--- config.mk ---
export PLATFORM = sky130hd
export DESIGN_NAME = rau_ctrl
export DESIGN_NICKNAME = d
export VERILOG_FILES = /design/src/rtl/rau_pkg.sv /design/src/rtl/rau_ctrl.sv
export SDC_FILE = /design/constraint.sdc
export NUM_CORES = 1
export LEC_CHECK = 0
export BUFFER_PORTS_ARGS = -buffer_cell sky130_fd_sc_hd__clkbuf_2
export CORE_MARGIN = 10
export CORE_UTILIZATION = 58
export CTS_BUF_LIST = sky130_fd_sc_hd__clkbuf_16
export DETAILED_ROUTE_END_ITERATION = 8
export GPL_TIMING_DRIVEN = 0
export PLACE_DENSITY = 0.82
export SLEW_MARGIN = 10
export SYNTH_ARGS = -nofsm -noshare
export SYNTH_HDL_FRONTEND = slang
export SYNTH_SLANG_ARGS = --single-unit
--- constraint.sdc ---
create_clock -name clk_i -period 4.5 [get_ports clk_i]
set_input_delay 0.9 -clock clk_i [delete_from_list [all_inputs] [get_ports clk_i]]
set_output_delay 0.9 -clock clk_i [all_outputs]
set_load 0.02 [all_outputs]
--- src/rtl/rau_pkg.sv ---
// shared types and constants of the rational arithmetic unit
package rau_pkg;

  localparam int unsigned DataW    = 32;
  localparam int unsigned CmdW     = 3;
  localparam int unsigned StatW    = 2;
  localparam int unsigned DefWidth = 32;
  localparam int unsigned STdataW  = 136;
  localparam int unsigned MTdataW  = 72;

  typedef enum logic [CmdW-1:0] {
    CMD_ADD = 3'd0,
    CMD_SUB = 3'd1,
    CMD_MUL = 3'd2,
    CMD_DIV = 3'd3,
    CMD_CMP = 3'd4
  } cmd_e;

  typedef enum logic [StatW-1:0] {
    ST_OK   = 2'd0,
    ST_OVF  = 2'd1,
    ST_DIVZ = 2'd2
  } status_e;

  typedef enum logic [1:0] {
    MUL_X = 2'd0,
    MUL_Y = 2'd1,
    MUL_D = 2'd2,
    MUL_P = 2'd3
  } mul_sel_e;

  // controller to datapath
  typedef struct packed {
    logic     load;
    logic     mul_en;
    mul_sel_e mul_sel;
    logic     form;
    logic     gcd_step;
    logic     g_load;
    logic     div_init_n;
    logic     div_init_d;
    logic     div_step;
    logic     fin;
    logic     out_load;
  } rau_cmd_t;

  // datapath to controller
  typedef struct packed {
    logic fast;
    logic gcd_done;
  } rau_stat_t;

endpackage

--- src/rtl/rau_ctrl.sv ---
// controller: sequences load, multiply, gcd, two divisions and output
module rau_ctrl import rau_pkg::*; #(
  parameter int unsigned WIDTH = DefWidth
) (
  input  logic      clk_i,
  input  logic      rst_ni,
  input  logic      s_tvalid,
  output logic      s_tready,
  output logic      m_tvalid,
  input  logic      m_tready,
  input  rau_stat_t stat_i,
  output rau_cmd_t  cmd_o
);

  localparam int unsigned NW = 2 * WIDTH + 1;
  localparam int unsigned CW = $clog2(NW + 1);

  typedef enum logic [8:0] {
    S_IDLE  = 9'b000000001,
    S_MUL   = 9'b000000010,
    S_FORM  = 9'b000000100,
    S_GCD   = 9'b000001000,
    S_DIVN  = 9'b000010000,
    S_LOADD = 9'b000100000,
    S_DIVD  = 9'b001000000,
    S_FIN   = 9'b010000000,
    S_OUT   = 9'b100000000
  } state_e;

  state_e        state_q, state_d;
  logic [CW-1:0] cnt_q, cnt_d;
  logic          m_valid_q, m_valid_d;
  logic          out_free;

  assign out_free = ~m_valid_q | m_tready;

  // next state and commands
  always_comb begin
    state_d = state_q;
    cnt_d   = cnt_q;
    cmd_o   = '0;
    cmd_o.mul_sel = mul_sel_e'(cnt_q[1:0]);
    s_tready = 1'b0;
    case (state_q)
      S_IDLE: begin
        s_tready = 1'b1;
        if (s_tvalid) begin
          cmd_o.load = 1'b1;
          cnt_d      = '0;
          state_d    = S_MUL;
        end
      end
      S_MUL: begin
        cmd_o.mul_en = 1'b1;
        cnt_d        = cnt_q + CW'(1);
        if (cnt_q == CW'(3)) begin
          state_d = S_FORM;
        end
      end
      S_FORM: begin
        cmd_o.form = 1'b1;
        state_d    = S_GCD;
      end
      S_GCD: begin
        if (stat_i.fast) begin
          state_d = S_OUT;
        end else if (stat_i.gcd_done) begin
          cmd_o.g_load     = 1'b1;
          cmd_o.div_init_n = 1'b1;
          cnt_d            = '0;
          state_d          = S_DIVN;
        end else begin
          cmd_o.gcd_step = 1'b1;
        end
      end
      S_DIVN: begin
        cmd_o.div_step = 1'b1;
        cnt_d          = cnt_q + CW'(1);
        if (cnt_q == CW'(NW - 1)) begin
          state_d = S_LOADD;
        end
      end
      S_LOADD: begin
        cmd_o.div_init_d = 1'b1;
        cnt_d            = '0;
        state_d          = S_DIVD;
      end
      S_DIVD: begin
        cmd_o.div_step = 1'b1;
        cnt_d          = cnt_q + CW'(1);
        if (cnt_q == CW'(NW - 1)) begin
          state_d = S_FIN;
        end
      end
      S_FIN: begin
        cmd_o.fin = 1'b1;
        state_d   = S_OUT;
      end
      S_OUT: begin
        if (out_free) begin
          cmd_o.out_load = 1'b1;
          state_d        = S_IDLE;
        end
      end
      default: state_d = S_IDLE;
    endcase
  end

  // result beat valid
  always_comb begin
    m_valid_d = m_valid_q;
    if (m_valid_q && m_tready) begin
      m_valid_d = 1'b0;
    end
    if (cmd_o.out_load) begin
      m_valid_d = 1'b1;
    end
  end

  always_ff @(posedge clk_i or negedge rst_ni) begin
    if (!rst_ni) begin
      state_q   <= S_IDLE;
      cnt_q     <= '0;
      m_valid_q <= 1'b0;
    end else begin
      state_q   <= state_d;
      cnt_q     <= cnt_d;
      m_valid_q <= m_valid_d;
    end
  end

  assign m_tvalid = m_valid_q;

endmodule

* After elaboration in Yosys (flattened, before gate mapping)
Index checks and enable logic that the tools add are counted.
** Word-level totals
- Bits in registers :: 17
- Bits of input ports :: 6
- Output and inout port bits :: 14
- Logic and storage cells :: 60
** Cells by class
- Add/sub/neg operators :: 1
- Equal/unequal tests :: 19
- Multiplexer cells :: 28
- Bitwise gates (word level) :: 2
- Reduce and logical (&&, ||, !) cells :: 7
** Operators by type and width (count)
- 9-bit case mux with 9 select lines :: 1
- 9-bit 2-to-1 mux :: 7
- 7-bit case mux with 4 select lines :: 1
- 7-bit 2-to-1 mux :: 3
- 2-bit != test, second input constant :: 7
- 1-bit 2-to-1 mux :: 13
- 9-bit by 1-bit == test with 1-bit output, second input constant :: 1
- 9-bit by 2-bit == test with 1-bit output, second input constant :: 1
- 9-bit by 3-bit == test with 1-bit output, second input constant :: 1
- 9-bit by 4-bit == test with 1-bit output, second input constant :: 1
- 9-bit by 5-bit == test with 1-bit output, second input constant :: 1
- 9-bit by 6-bit == test with 1-bit output, second input constant :: 1
- 9-bit by 7-bit == test with 1-bit output, second input constant :: 1
- 9-bit by 8-bit == test with 1-bit output, second input constant :: 1
- 9-bit == test, second input constant :: 1
- 7-bit by 1-bit adder with 7-bit output, second input constant :: 1
- 7-bit by 2-bit == test with 1-bit output, second input constant :: 1
- 7-bit == test, second input constant :: 1
- 3-bit 2-to-1 mux :: 2
- 6-bit AND reduction :: 1
- 4-bit AND reduction :: 1
- 4-bit nonzero test :: 1
- 3-bit != test, second input constant :: 1
- 3-bit OR reduction :: 1
- 6 further kinds :: 6

* Depth between registers and ports, before layout
Gate-level depths: netlist (run 1).
- Word-level depth :: 5
- Gate-level depth with buffers :: 7
- Mapped depth without buffers :: 6

* Least setup slack after synthesis (run 1)
OpenSTA, ideal clock, no wires.
- Kind :: input-to-output
- Start :: input port stat_i[0] (netlist bit)
- End :: output port cmd_o[5] (netlist bit)
- Data arrival time :: 1.552 ns
- Setup slack :: 2.048 ns
- Cell stages on the path :: 4
- Buffers on the path :: 1
- Cell sequence :: nor2b_1 -> nand4_1 -> inv_1 -> buf_4
** RTL lines
- start: declaration :: RTL line rau_ctrl.sv:11 : input rau_stat_t stat_i,
- end: declaration :: RTL line rau_ctrl.sv:12 : output rau_cmd_t cmd_o

==> impl_results.md, run 1 <==
- Outcome: complete, no violations
- P_leak: 0.687 nW
- Max Slew Vio Count: 0
- Yosys cell types: 48
- Switching power: 0.000296 W
- Critical-path cell list: buf_6 -> nor4_4 -> and2_2 -> nand3_1 -> nor2b_1 -> buf_4 -> clkbuf_2
- Crit-path max cell delay: 0.39 ns
- Final #Nets: 152
- Synth top area share: 35.7%
- Mapped Area: 0.00112 mm2
- Total GRT Usage: 13.9%
- Largest net degree at the start of global routing: 18
- Hold Path Class: reg -> reg
- I/O Pins: 20
- RePlAce Congestion: 0.872
- CP max-delay cell: nor4_4
- Clock tree buffer depth: 2
- Syn nets: 128
- Share of cells above drive strength 1: 28.0%
- Antenna violations before repair: 0
- DR pass1 iterations: 4
- Placed Cells: 164
- Critical Path Fanout Max: 8
- CTS tree: done
- Die Wd: 64.0 um
- Int Power: 0.000424 W
- Grt ovf: 0
- Area growth from synthesis to layout: 18.3%
- DRT antenna net count: 0
- Post-synth ARST share: 100%
- Arrival @ worst endpoint: 1.95 ns
- Fmax: 0.351 GHz
- Commonest non-fill, non-tap cell in the layout: clkbuf_2
- Post-synthesis register bit count: 17
- CTS Buf Count: 3
- Switch share: 41.1%
- Std cell rows: 15
- Number of max-cap violations: 0
- Crit. End Element: primary output
- Clk network pwr share: 24.7%
- Comb pwr share: 45.9%
- Fin util: 74.5%
- Via/cell ratio: 6.07
- Startpoint types: flop
- Hold path cells: 1
- Global-route wire length before repair: 4730 um
- Synth area leader: dfrtp_1
- Final-report setup violation count: 0
- Vias in the first global route: 1,004
- FF-to-FF setup slack: 2.51 ns
- Syn avg cell area: 9.35 um2
- FF-to-FF path depth: 5
- # hold bufs at CTS: 0
- Final HPWL DP: 2100 um
- Post-route cell area: 0.00133 mm2
- Sequential share of power: 29.5%
- Buffer count from post-CTS setup fixing: 0
- Slew @ Worst Pin: 0.470 ns
- Area of the die: 0.00409 mm2
- Final Hold Viols: 0
- DR DRC count: 0
- Die H: 64.0 um
- Area after DPL: 0.00125 mm2
- Vias: 1,020
- Worst Path Required: 3.60 ns
- Post-DR wirelength/cell: 16.3 um
- Worst slew margin: 68.4%
- Port buffer count: 19
- HP Start: cnt_q[0]
- Fin crit share: 63.4%
- Clk slew on worst S/H paths: 0.05 ns
- Most frequent cells in the layout: clkbuf_2, dfrtp_1, inv_1
- EDFF count, synth: 0
- Synth top area cells: dfrtp_1, inv_1, buf_4
- Top_reg_cell synth: dfrtp_1
- H-Tree Level Count: 1
- Finished Layout Cells: 168
- Clock Tree Root: clkbuf_16
- VDD IR-drop max: 0.353 mV
- Sequential area share after synthesis: 38.0%
- Initial detailed-routing violation count: 32
- ANT cells: 0
- Final WL: 2740 um
- CP Class: reg -> out
- Clock Sinks: 17
- Reg-to-Reg End: cnt_q[5]
- WHS Endpoint: cnt_q[0]
- Pwr dens: 543 mW/mm2
- Post-cts sizing count: 0
- Tmin final: 2.85 ns
- Warnings, synthesis: 0
- Unrepaired setup endpoints after global routing: no
- Worst-Skew Late Latency: 0.25 ns
- Core Footprint: 0.00178 mm2
- Total negative slack: 0 ns
- Post-Synthesis Cells: 120
- Initial core utilization: 62.9%
- Reg-to-Reg Start: state_q[3]
- Pwr Total: 0.000721 W
- Layout Skew: 0.000814 ns
- CP Launch Point: state_q[4]
## cells by family after synthesis
group                      after synthesis  synth area share (%)
AOI/OAI and AO/OA                       25                  17.2
buffers and inverters                   21                  9.81
adders and majority gates                2                  2.23
xor gates and xnor gates                 3                  2.34
DFF                                     17                  38.0
and+or+nand+nor                         52                  30.4
## power by group through the flow
stage | clock network (W) | registers, W | logic, W
floorplan | 0 | 0.000208 | 0.000244
global placement | 0 | 0.000212 | 0.000315
detailed placement | 0 | 0.000214 | 0.000327
CTS | 0.000176 | 0.000212 | 0.000329
global route | 0.000184 | 0.000216 | 0.000360
finish | 0.000178 | 0.000212 | 0.000331
## area by class of cell
class                      instances  area, um2
clock inverter                     1       3.75
timing repair buffer              19       95.1
sequential                        17        427
clock buffer                       3       75.1
buffer                             8       61.3
inverter                          13       48.8
fill                             130        455
tap                               25       31.3
multi-input combinational         82        586
## per-stage QoR
| step | hold slack [ns] | worst slack, ns |
|---|---|---|
| final | 0.521 | 1.65 |
| after global routing | 0.566 | 1.51 |
| after global placement | 0.507 | 1.87 |
| after floorplan | 0.488 | 2.05 |
| after CTS | 0.530 | 1.65 |
| after detailed placement | 0.524 | 1.85 |
## routing by layer
layer | up-vias | share of wire, % | wire length, um | track usage [%]
li1 | 475 | - | - | -
met1 | 489 | 39 | 1070 | 16.0
met2 | 42 | 50 | 1370 | 24.3
met3 | 14 | 8.2 | 225 | 4.53
met4 | 0 | 2.5 | 69 | 3.01
met5 | - | 0 | 0 | 0
## registers in the layout (all words and copies together) (netlist names)
signal and cells:
state_q 9, cnt_q 7, m_tvalid 1
## cells in the mapped netlist, types with 2 or more instances
| cell | count |
|---|---|
| o21ai_1 | 3 |
| a21o_1 | 2 |
| dfrtp_1 | 16 |
| nand4_1 | 2 |
| and3_1 | 2 |
| nor2_1 | 9 |
| nor3b_1 | 2 |
| nor3_1 | 2 |
| inv_1 | 13 |
| or3_1 | 2 |
| xor2_1 | 2 |
| o21ai_0 | 5 |
| ha_1 | 2 |
| o31ai_1 | 2 |
| nand3_1 | 7 |
| and2_1 | 3 |
| and4b_1 | 3 |
| nor4_1 | 2 |
| nor2b_1 | 4 |
| buf_4 | 6 |
| nand2_1 | 4 |
## worst max path at each step
| stage | end | slack [ns] | cells past startpoint |
|---|---|---|---|
| floorplan | cmd_o[5] | 2.05 | 4 |
| detailed placement | cmd_o[5] | 1.85 | 6 |
| global placement | cmd_o[5] | 1.87 | 6 |
| CTS | cmd_o[0] | 1.65 | 7 |
| finish | cmd_o[0] | 1.65 | 7 |
| global route | cmd_o[0] | 1.51 | 7 |
## critical path, delay by kind of cell (launching register included)
family	cells	cell delay (ns)
AND/OR/NAND/NOR	4	0.93
buffers and inverters	3	0.39
flip-flops	1	0.37
Note: power is estimated with default switching activity, not from simulation.
==> run 2, diff against run 1 <==
Settings changed: CORE_UTILIZATION 58 to 49, PLACE_DENSITY 0.82 to 0.74.
Clock period 4.5 ns to 2.5 ns, I/O delays scaled along.
==> run 2 against run 1 <==
Core utilization shrank 13 points. First-iteration DRC count is 3.1% higher. Design area is 1.9% higher. Largest cell class unchanged. Largest power group unchanged. Routed wire length fell by 4.0%. Global-route usage shrank 1.6 points. Clock power rose by 76%. Power increased by 81%. Clock skew rose by 0.00051 ns. Via count down 1.5%. Critical path type unchanged.
==> impl_results.md, run 2 (synthesis gave the netlist of run 1 again) <==
- Outcome: complete, no violations
- Top reg by flops: state_q
- Total GRT Usage: 12.3%
- DR DRC count: 0
- FF-to-FF setup slack: 0.54 ns
- Largest net degree at the start of global routing: 18
- Clock Tree Root: clkbuf_16
- Commonest non-fill, non-tap cell in the layout: clkbuf_2
- Via/cell ratio: 5.81
- Number of max-cap violations: 0
- Post-route cell area: 0.00135 mm2
- VDD IR-drop max: 0.718 mV
- Worst slew margin: 71.1%
- Pwr dens: 963 mW/mm2
- Die Wd: 67.9 um
- Grt ovf: 0
- DR pass1 iterations: 4
- Area growth from synthesis to layout: 20.5%
- CTS Buf Count: 3
- Worst-Skew Late Latency: 0.25 ns
- I/O Pins: 20
- Vias: 1,005
- Reg-to-Reg Start: state_q[6]
- Flip-flop count of the largest register after layout: 9
- DP Worst Slack: 0.337 ns
- CP Class: reg -> out
- Antenna violations before repair: 0
- Setup ws final: 0.0465 ns
- ANT cells: 0
- Final HPWL DP: 2020 um
- Final-report setup violation count: 0
- Clock tree buffer depth: 2
- Fmax: 0.408 GHz
- CTS tree: done
- Reg-to-Reg End: state_q[6]
- P_leak: 0.699 nW
- Hold Path Class: in -> async
- Area after DPL: 0.00125 mm2
- Port buffer count: 19
- Share of cells above drive strength 1: 29.7%
- Initial core utilization: 51.2%
- Area of the die: 0.00460 mm2
- Pwr Total: 0.00130 W
- Final WL: 2630 um
- Startpoint types: flop
- Arrival @ worst endpoint: 1.95 ns
- Slew @ Worst Pin: 0.434 ns
- Initial detailed-routing violation count: 33
- Post-DR wirelength/cell: 15.2 um
- Final #Nets: 154
- Die H: 67.9 um
- Critical Path Fanout Max: 7
- Clk slew on worst S/H paths: 0.05 ns
- Max Slew Vio Count: 0
- Global-route wire length before repair: 4440 um
- H-Tree Level Count: 1
- Layout Skew: 0.00133 ns
- Clock Sinks: 17
- FF-to-FF path depth: 7
- DRT antenna net count: 0
- Fin crit share: 98.1%
- Std cell rows: 17
- Worst Path Required: 2.00 ns
- Core Footprint: 0.00219 mm2
- Crit. End Element: primary output
- Vias in the first global route: 979
- Most frequent cells in the layout: clkbuf_2, dfrtp_1, inv_1
- RePlAce Congestion: 0.821
- Tmin final: 2.45 ns
- Final Hold Viols: 0
[run 2: layout make-up]
type / instances / area [um2]
inverter: 13 / 48.8
clock inverter: 1 / 3.75
tap: 28 / 35.0
fill: 191 / 838
sequential: 17 / 427
buffer: 8 / 61.3
clock buffer: 3 / 75.1
timing repair buffer: 21 / 110
multi-input combinational: 82 / 592
[run 2: worst max path at each step]
stage | slack (ns) | start | cells past startpoint | end
final | 0.05 | state_q[6] | 6 | cmd_o[6]
after global routing | -0.02 | state_q[6] | 6 | cmd_o[6]
after CTS | 0.07 | state_q[4] | 7 | cmd_o[0]
after detailed placement | 0.34 | state_q[4] | 7 | cmd_o[0]
after global placement | 0.35 | state_q[4] | 7 | cmd_o[0]
after floorplan | 0.54 | state_q[4] | 5 | cmd_o[6]
[run 2: metrics by stage]
stage / setup TNS [ns] / utilization (%) / hold slack [ns] / cells
floorplan: 0 / - / 0.204 / 120
global placement: 0 / 57.2 / 0.453 / 167
detailed placement: 0 / 57.2 / 0.460 / 167
CTS: 0 / 60.8 / 0.198 / 171
global route: -0.0233 / 61.7 / 0.217 / 173
finish: 0 / 61.7 / 0.184 / 173
[run 2: routing by layer]
layer  vias to the layer above  wire (um)  global-route usage [%]
li1                        482          -                       -
met1                       496       1140                    13.7
met2                        22       1320                    21.9
met3                         5        143                    4.08
met4                         0         30                    3.27
met5                         -          0                       0
[run 2: repair_timing]
action / 4_1_cts / 5_1_grt
gates resized for setup: 0 / 2
buffers inserted: 0 / 2
setup endpoints to repair: 0 / 1
hold buffers: 0 / 0
[run 2: power by group]
group / switching (W) / total, W / internal, W / leakage (nW)
logic: 0.000367 / 0.000608 / 0.000241 / 0.426
registers: 0.0000551 / 0.000381 / 0.000326 / 0.230
clock network: 0.000101 / 0.000313 / 0.000212 / 0.0423
[run 2: worst max-delay path, stage by stage, from the launching register on]
cell and delay [ns]:
dfrtp_1 0.35, buf_2 0.17, nor4_4 0.42, nand3_2 0.17
or3_4 0.38, inv_1 0.06, clkbuf_2 0.16
==> run 3, diff against run 2 <==
Settings changed: CORE_MARGIN 10 to 3.
==> run 3 against run 2 <==
Design area up 0.83%. Combinational power down 4.4%. Cell count up 0.58%. Clock power about the same. Worst setup slack better by 0.043 ns. Critical path type unchanged. Register-to-register slack worse by 0.02 ns.
==> impl_results.md, run 3 (synthesis gave the netlist of run 1 again) <==
- Largest net degree at the start of global routing: 18
- Fin crit share: 96.4%
- I/O Pins: 20
- FF-to-FF setup slack: 0.52 ns
- Clock Tree Root: clkbuf_16
- Core Footprint: 0.00206 mm2
- Vias: 1,007
- Via/cell ratio: 5.79
- Die Wd: 53.9 um
- Final WL: 2580 um
- Hold Path Class: in -> async
- Worst Path Required: 2.00 ns
- VDD IR-drop max: 0.572 mV
- # hold bufs at CTS: 0
- CP Class: reg -> out
- Post-DR wirelength/cell: 14.8 um
- Reg-to-Reg Start: state_q[5]
- Commonest non-fill, non-tap cell in the layout: clkbuf_2
- Clock Sinks: 17
- Antenna violations before repair: 0
- Std cell rows: 16
- Max Slew Vio Count: 0
- CP Launch Point: state_q[5]
- Fmax: 0.415 GHz
- Reg-to-Reg End: state_q[1]
- Port buffer count: 19
- DR DRC count: 0
- Tmin final: 2.41 ns
- Final #Nets: 156
- Clk slew on worst S/H paths: 0.05 ns
- Grt ovf: 0
- Share of cells above drive strength 1: 30.6%
- ANT cells: 0
- Pwr dens: 937 mW/mm2
- DR pass1 iterations: 4
- Die H: 53.9 um
- Global-route wire length before repair: 4390 um
- Initial core utilization: 54.4%
- DP Worst Slack: 0.330 ns
- Outcome: complete, no violations
- Vias in the first global route: 981
- Flip-flop count of the largest register after layout: 9
- FF-to-FF path depth: 7
- WHS: 0.179 ns
- Final-report setup violation count: 0
- Fin util: 66.1%
- Critical Path End: cmd_o[6]
- Area after DPL: 0.00125 mm2
- Final HPWL DP: 1890 um
- Total GRT Usage: 21.0%
- Number of max-cap violations: 0
- Most frequent cells in the layout: clkbuf_2, dfrtp_1, inv_1
- Startpoint types: flop
- Initial detailed-routing violation count: 34
- Area of the die: 0.00290 mm2
- RePlAce Congestion: 0.818
- Slew @ Worst Pin: 0.429 ns
- Setup ws final: 0.0894 ns
- DRT antenna net count: 0
- Clock tree buffer depth: 2
- Final Hold Viols: 0
- H-Tree Level Count: 1
- P_leak: 0.705 nW
- Pwr Total: 0.00128 W
- Layout Skew: 0.00191 ns
- Area growth from synthesis to layout: 21.5%
- Worst-Skew Late Latency: 0.25 ns
- Critical Path Fanout Max: 4
- Worst slew margin: 71.1%
- Crit. End Element: primary output
- Top reg by flops: state_q
- Arrival @ worst endpoint: 1.91 ns
- Post-route cell area: 0.00136 mm2
- CTS tree: done
- CTS Buf Count: 3
[run 3: changes by cell type in the layout (fill, tap and decap cells not counted), sizes merged]
cell and delta:
clkbuf -1, buf +3
[run 3: worst min path at each step]
stage / end / slack, ns
final: cnt_q[2] / 0.18
after global placement: cnt_q[3] / 0.45
after floorplan: cnt_q[0] / 0.20
after global routing: cnt_q[2] / 0.21
after CTS: cnt_q[3] / 0.20
after detailed placement: cnt_q[3] / 0.46
[run 3: final cells by class]
| class | count | area (um2) |
|---|---|---|
| repair buffers | 24 | 133 |
| fillers | 176 | 698 |
| well taps | 27 | 33.8 |
| clock inverters | 1 | 3.75 |
| multi-input cells | 82 | 586 |
| clock buffers | 3 | 75.1 |
| plain buffers | 7 | 56.3 |
| inverters | 13 | 48.8 |
| flip-flops and latches | 17 | 428 |
[run 3: per-stage QoR]
step	instances	TNS, ns
6_report	174	0
5_1_grt	174	-0.0311
4_1_cts	170	0
3_5_place_dp	166	0
3_3_place_gp	166	0
2_1_floorplan	120	0
[run 3: worst max-delay path, stage by stage, from the launching register on]
cell and delay (ns):
dfrtp_1 0.43, nor4_4 0.34, buf_4 0.18, nand3_2 0.09, or3_4 0.41, inv_1 0.06
buf_2 0.15
[run 3: what timing repair did]
action / 4_1_cts / 5_1_grt
setup buffers: 0 / 5
hold endpoints to repair: 0 / 0
setup endpoints to repair: 0 / 3
resized for setup: 0 / 2
[run 3: layer usage]
metal	routed length, um	GRT usage [%]	up-vias
met3	178	5.82	4
met5	0	0	-
met1	1040	25.2	480
met4	25	8.51	0
met2	1330	35.3	40
li1	-	-	483
[run 3: report_power, final]
part	switching, W	internal (W)
clock network	0.000102	0.000212
registers	0.0000565	0.000326
logic	0.000354	0.000227
total	0.000513	0.000765
